[config.mk]
export PLATFORM = sky130hd
export DESIGN_NAME = hvd_isqrt
export DESIGN_NICKNAME = d
export VERILOG_FILES = /design/src/hw/rtl/hvd_pkg.sv /design/src/hw/rtl/hvd_isqrt.sv
export SDC_FILE = /design/constraint.sdc
export NUM_CORES = 2
export LEC_CHECK = 0
export BUFFER_PORTS_ARGS = -buffer_cell sky130_fd_sc_hd__buf_2
export CORE_ASPECT_RATIO = 1.75
export CORE_UTILIZATION = 40
export CTS_CLUSTER_SIZE = 8
export DETAILED_ROUTE_END_ITERATION = 10
export HOLD_SLACK_MARGIN = 0.02
export PLACE_DENSITY = 0.61
export RECOVER_POWER = 50
export SLEW_MARGIN = 15
export SYNTH_ARGS = -nofsm -noshare
export SYNTH_HDL_FRONTEND = slang
export SYNTH_SLANG_ARGS = --single-unit
[constraint.sdc]
create_clock -name clk -period 6.7 [get_ports clk]
set_input_delay 1.34 -clock clk [delete_from_list [all_inputs] [get_ports clk]]
set_output_delay 1.34 -clock clk [all_outputs]
set_load 0.05 [all_outputs]
[src/hw/rtl/hvd_pkg.sv]
// Shared constants, widths and the CORDIC arctangent table for the haversine block.
`timescale 1ns / 1ps
`default_nettype none
package hvd_pkg;

  localparam int CORDIC_STAGES_DEF = 24;
  localparam int ANG_W = 34;
  localparam int DEG_W = 33;
  localparam int SQRT_STEPS = 31;
  localparam int SQRT_W = 62;

  localparam logic signed [ANG_W-1:0] DEG_90  = 34'sd754974720;
  localparam logic signed [ANG_W-1:0] DEG_180 = 34'sd1509949440;
  localparam logic signed [ANG_W-1:0] DEG_360 = 34'sd3019898880;
  localparam logic signed [62:0] RAD_PER_DEG_Q36 = 63'sd1199381129;
  localparam logic signed [ANG_W-1:0] GAIN_INV_Q30 = 34'sd652032874;
  localparam logic [30:0] Q_ONE = 31'h4000_0000;
  localparam logic [30:0] RADIUS_CM_RESET = 31'd637100000;
  localparam logic [6:0] CM_PER_M = 7'd100;

  function automatic logic signed [ANG_W-1:0] atan_q30(input int unsigned i);
    logic signed [ANG_W-1:0] v;
    case (i)
      0: v = 34'sh3243F6A8;
      1: v = 34'sh1DAC6705;
      2: v = 34'sh0FADBAFC;
      3: v = 34'sh07F56EA6;
      4: v = 34'sh03FEAB76;
      5: v = 34'sh01FFD55B;
      6: v = 34'sh00FFFAAA;
      7: v = 34'sh007FFF55;
      8: v = 34'sh003FFFEA;
      9: v = 34'sh001FFFFD;
      10: v = 34'sh000FFFFF;
      11: v = 34'sh0007FFFF;
      12: v = 34'sh0003FFFF;
      13: v = 34'sh0001FFFF;
      14: v = 34'sh0000FFFF;
      15: v = 34'sh00007FFF;
      16: v = 34'sh00003FFF;
      17: v = 34'sh00001FFF;
      18: v = 34'sh00000FFF;
      19: v = 34'sh000007FF;
      20: v = 34'sh000003FF;
      21: v = 34'sh000001FF;
      22: v = 34'sh000000FF;
      23: v = 34'sh0000007F;
      24: v = 34'sh0000003F;
      25: v = 34'sh0000001F;
      26: v = 34'sh0000000F;
      27: v = 34'sh00000008;
      28: v = 34'sh00000004;
      29: v = 34'sh00000002;
      30: v = 34'sh00000001;
      default: v = '0;
    endcase
    return v;
  endfunction

endpackage
`default_nettype wire

[src/hw/rtl/hvd_isqrt.sv]
// Pipelined integer floor square root, one result bit per stage.
`timescale 1ns / 1ps
`default_nettype none
module hvd_isqrt (
  input  wire logic                              clk,
  input  wire logic                              rst_n,
  input  wire logic                              en,
  input  wire logic                              in_valid,
  input  wire logic [hvd_pkg::SQRT_W-1:0]        in_val,
  output logic                                   out_valid,
  output logic [30:0]                            out_root
);

  localparam int N = hvd_pkg::SQRT_STEPS;
  localparam int W = hvd_pkg::SQRT_W;

  logic [W-1:0] rem_r [0:N];
  logic [W-1:0] res_r [0:N];
  logic         v_r   [0:N];

  always_ff @(posedge clk) begin
    if (en) begin
      rem_r[0] <= in_val;
      res_r[0] <= '0;
    end
  end

  always_ff @(posedge clk) begin
    if (!rst_n) begin
      v_r[0] <= 1'b0;
    end else if (en) begin
      v_r[0] <= in_valid;
    end
  end

  for (genvar k = 0; k < N; k++) begin : g_step
    localparam logic [W-1:0] BIT = W'(1) << (2 * (N - 1 - k));
    logic [W-1:0] trial;
    assign trial = res_r[k] + BIT;
    always_ff @(posedge clk) begin
      if (en) begin
        if (rem_r[k] >= trial) begin
          rem_r[k+1] <= rem_r[k] - trial;
          res_r[k+1] <= (res_r[k] >> 1) + BIT;
        end else begin
          rem_r[k+1] <= rem_r[k];
          res_r[k+1] <= res_r[k] >> 1;
        end
      end
    end
    always_ff @(posedge clk) begin
      if (!rst_n) begin
        v_r[k+1] <= 1'b0;
      end else if (en) begin
        v_r[k+1] <= v_r[k];
      end
    end
  end

  assign out_valid = v_r[N];
  assign out_root  = res_r[N][30:0];

endmodule
`default_nettype wire

Word-level counts from Yosys, hierarchy flattened
Memories as Yosys holds them, arrays and structs flattened.
Cells that the tools add are included.
{ "word_totals": {"wordCells": 506, "in_bits": 66, "memories": 3, "regBits": 0, "ram_bits": 4000, "output_inout_bits": 32} }
{ "memory_table": {"columns": ["memory", "words", "word_bits", "read_ports", "rd_ports_with_merged_regs", "wr", "line_no", "source"], "rows": [
  ["rem_r", 32, 62, 31, 0, 32, "hvd_isqrt.sv:17", "logic [W-1:0] rem_r [0:N];"],
  ["res_r", 32, 62, 32, 0, 32, "hvd_isqrt.sv:18", "logic [W-1:0] res_r [0:N];"],
  ["v_r", 32, 1, 32, 0, 32, "hvd_isqrt.sv:19", "logic v_r [0:N];"]
]} }
{ "op_classes": {"magnitude_cmp": 31, "add_sub_neg": 93, "mux": 285, "bitwise_logic": 94} }
{ "ops": {"columns": ["cell", "count"], "rows": [
  ["$mux 62", 62],
  ["$ge 62x62->1", 31],
  ["$sub 62x62->62", 31],
  ["$mux 1", 223],
  ["$or 1x1->1", 94],
  ["$add 61x1->62 const B", 1],
  ["$add 61x11->62 const B", 1],
  ["$add 61x13->62 const B", 1],
  ["$add 61x15->62 const B", 1],
  ["$add 61x17->62 const B", 1],
  ["$add 61x19->62 const B", 1],
  ["$add 61x21->62 const B", 1],
  ["$add 61x23->62 const B", 1],
  ["$add 61x25->62 const B", 1],
  ["$add 61x27->62 const B", 1],
  ["$add 61x29->62 const B", 1],
  ["$add 61x3->62 const B", 1],
  ["$add 61x31->62 const B", 1],
  ["$add 61x33->62 const B", 1],
  ["$add 61x35->62 const B", 1],
  ["$add 61x37->62 const B", 1],
  ["$add 61x39->62 const B", 1],
  ["$add 61x41->62 const B", 1],
  ["$add 61x43->62 const B", 1],
  ["43 further kinds", 43]
]} }

Longest topological paths before layout
{ "logic_depth": {"word_depth": 6, "depth_mapped": 14, "mapped_depth_nobuf": 12} }

Worst setup path after synthesis
Ideal clock, no wire load.
{ "synth_path": {"path_type": "input to register", "startpoint": "in en", "endpoint": "mem rem_r[1][868] (netlist bit), enable pin", "setup_slack_ns": 1.817, "setup_ns": 0.483, "n_path_buf": 3, "path_stages": 3, "arrival_time_ns": 4.400, "cell_sequence": "clkbuf_1 > clkbuf_1 > clkbuf_1"} }
{ "synth_lines": {"columns": ["element", "line_no", "source"], "rows": [
  ["start, declared", "hvd_isqrt.sv:7", "input wire logic en,"],
  ["end, declared", "hvd_isqrt.sv:17", null]
]} }

==> summary.txt <==
Synth
  • Post-synthesis compound-gate area fraction: slightly above 9%
  • Post-synth cell types: 93
  • Yosys top cell by area: edfxtp_1
  • Syn Inst Count: approximately 9500
  • Top cells by area, synth: edfxtp_1 (62%), ha_1 (5.6%), xnor2_1 (3.2%)
  • Post-synthesis adder-cell area fraction: 5.57%
  • Synth Cell Area: around 120000 µm²
  • Mux share of post-synthesis cell area: 0.563%
  • YS warnings: 0
  • Number of enable flip-flop cells after synthesis: 2449
  • Post-synthesis sequential area ratio: a little over three fifths
  • Xor/xnor share of the synthesized area: ~6.2%
  • Synth Net Count: 10047
  • Asr flop ratio synth: 0%
  • Synth top area share: 62.4%
  • Synth Area per Inst: about 12 µm²
  • Post-synthesis simple-gate area fraction: between 10% and 20%
  • Primary FF master, synth: edfxtp_1
  • Top-count cell post-synth: edfxtp_1
  • Synth top cells by count: edfxtp_1 (2449), nand2_1 (713), inv_1 (651), ha_1 (525), nor2_1 (517)
  • Yosys reg bits: approximately 2500
  • Largest family of logic cells by synthesized area: simple AND/OR/NAND/NOR gates

Final layout
  • Layout cells sized above 1: under 10%
  • Area Overhead vs Synth: 12.5%
  • Fillers: between 20000 and 30000
  • Fin cells: about 14000
  • Final core occ: a little under half
  • Nets: between 10000 and 15000

GRT
  • Grt ovf: 0
  • Number of global-route vias before repair: 81455
  • Largest net degree at the start of global routing: between 150 and 200
  • Initial antenna violation count: 11
  • First-pass GRT wire length: 512 mm
  • Total Routing Usage GR: a little under a quarter

Run status
  • Status: finished, violations left
  • Failing checks: capacitance limit, slew limit

Clocking
  • CTS Buffer Depth: 4
  • Htree depth: 5
  • Clock root buffer master: clkbuf_16
  • CTS Buf Count: ~350
  • Hold Buf Count CTS: 0
  • Clk sinks: 2450
  • Post-CTS Setup Inserts: 0
  • Clock-pin slew on the worst setup and hold paths: around 50 ps
  • Later-pin clock latency in the skew report: 920 ps
  • Post-CTS sizing: 0
  • TritonCTS clock tree: yes

Timing
  • Max-slew violations: just over 800
  • Max frequency: between 150 and 200 MHz
  • Setup TNS Final: 0 ps
  • Worst Tran Pin Value: around 4700 ps
  • Tmin final: 5330 ps
  • Hold Slack: roughly 400 ps
  • RSZ-0062 raised after global routing: no
  • Final setup fails: 0
  • Clock skew: approximately 90 ps
  • Final Cycle Share: just under 80%
  • Slew headroom: -214%
  • Fin. Hold Viols: 0

Route
  • Average wire per cell in the routed design: 26.1 µm
  • DRC: 0
  • Vias per inst: between 5 and 6
  • First-pass detailed-route iteration total: 6
  • Final ANT Viol Nets: 0
  • Initial drt markers: between 4000 and 5000
  • Vias: approximately 76000
  • Total wire length: 357 mm

Floorplan
  • Die height: approximately 720 µm
  • Area of the die: about 300000 µm²
  • Core footprint: 293000 µm²
  • Die W: approximately 410 µm
  • Initial core utilization: between 40 and 50%
  • Io pins: 98
  • # rows: 263

Worst setup path
  • Critical Path Fanout Max: 48
  • Critical path endpoint category: flop
  • Crit path DAT: 5990 ps
  • WP data required: 7360 ps
  • Startpoint types: input pin
  • Critical path type: input pin to flop

Place
  • PortBufs: 97
  • RD Place Congestion: approximately 1.0
  • Placed insts: roughly 13000
  • DPL Wire Length: approximately 280 mm

Run
  • Max-Cap Viols: 14

Hold path
  • Worst hold path type: flop to flop

Power
  • Pwr Total: between 40 and 50 mW
  • Maximum vdd drop: between 300 and 400 µV
  • Pleak: a little under 50 nW
  • Pwr dens: about 350 nW/µm²
[critical path, stage by stage]
cell,delay [ps]
buf_12,190
clkbuf_1,2260
nand2_1,250
nor3_1,460
o311ai_4,430
or3b_1,470
nor4_1,100
xor2_1,360
[flip-flops by register name, summed over array words and instances, names as in the netlist]
signal and count:
v_r 32, res_r 496, rem_r 1922
[path summary, 6_finish.rpt]
kind / start / end / slack (ps) / cells past startpoint
max: en / rem_r[1][55] / 1370 / 8
min: rem_r[1][256] / rem_r[1][318] / 400 / 0
max reg2reg: rem_r[1][107] / rem_r[1][183] / 1570 / 9
min reg2reg: rem_r[1][256] / rem_r[1][318] / 400 / 0
[routing by layer]
metal  part of all wire [%]  up-vias  GRT usage, %
met5                  0.010        -             0
met4                     13        6          25.2
met3                    3.2     1207          3.24
met2                     59     2036          49.7
met1                     25    37197          15.9
li1                       -    35964             -
[layout by cell type, fill, tap and decap left out, drive strengths merged, types with 46 or more instances in the layout]
| cell | netlist | final |
|---|---|---|
| nand2 | 713 | 713 |
| buf | 23 | 178 |
| nand4 | 176 | 176 |
| edfxtp | 2449 | 2449 |
| o21bai | 46 | 46 |
| or2 | 47 | 47 |
| nor4 | 392 | 392 |
| clkbuf | 204 | 385 |
| and3 | 67 | 67 |
| nor3 | 288 | 288 |
| nor4b | 72 | 72 |
| mux2 | 50 | 50 |
| a21oi | 490 | 490 |
| xor2 | 409 | 409 |
| nor2b | 71 | 71 |
| nand2b | 99 | 99 |
| nor2 | 518 | 518 |
| inv | 652 | 664 |
| xnor2 | 429 | 429 |
| ha | 525 | 525 |
| or4 | 70 | 70 |
| o21a | 103 | 103 |
| a21o | 243 | 243 |
| nand3 | 171 | 171 |
| or3 | 82 | 82 |
| o21ai | 525 | 525 |
[through the flow]
step           cell area (µm²)  setup WS (ps)
5_1_grt                 133000           1020
3_5_place_dp            123000           1520
4_1_cts                 133000           1750
6_report                133000           1370
3_3_place_gp            123000           1460
2_1_floorplan           118000           1820
[final cells by class]
| cell class | instances | area [µm²] | area share [%] |
|---|---|---|---|
| Antenna cell | 6 | 15.0 | 0.0113 |
| Clock buffer | 364 | 8830 | 6.66 |
| Clock inverter | 22 | 412 | 0.310 |
| Inverter | 652 | 2450 | 1.85 |
| Multi-Input combinational cell | 6127 | 41200 | 31.1 |
| Sequential cell | 2450 | 73600 | 55.5 |
| Tap cell | 3842 | 4810 | 3.63 |
| Timing Repair Buffer | 199 | 1290 | 0.974 |
[cells by family (layout without fill, tap and decap cells)]
| family | after synthesis | count (layout) |
|---|---|---|
| compound gates | 1759 | 1759 |
| xor+xnor | 838 | 838 |
| fa+ha+maj | 525 | 525 |
| buf+inv | 879 | 1237 |
| flops | 2450 | 2450 |
| mux | 60 | 60 |
| other cells | 0 | 6 |
| simple gates | 2945 | 2945 |
[power by group]
group	total, mW	switching [mW]	leakage, nW	internal (mW)
logic	9.48	5.97	20.8	3.52
clock network	15.6	6.34	4.52	9.24
registers	20.9	1.57	23.6	19.4
total	46.0	13.9	48.9	32.1
No activity file was read; power rests on OpenSTA's default activity.
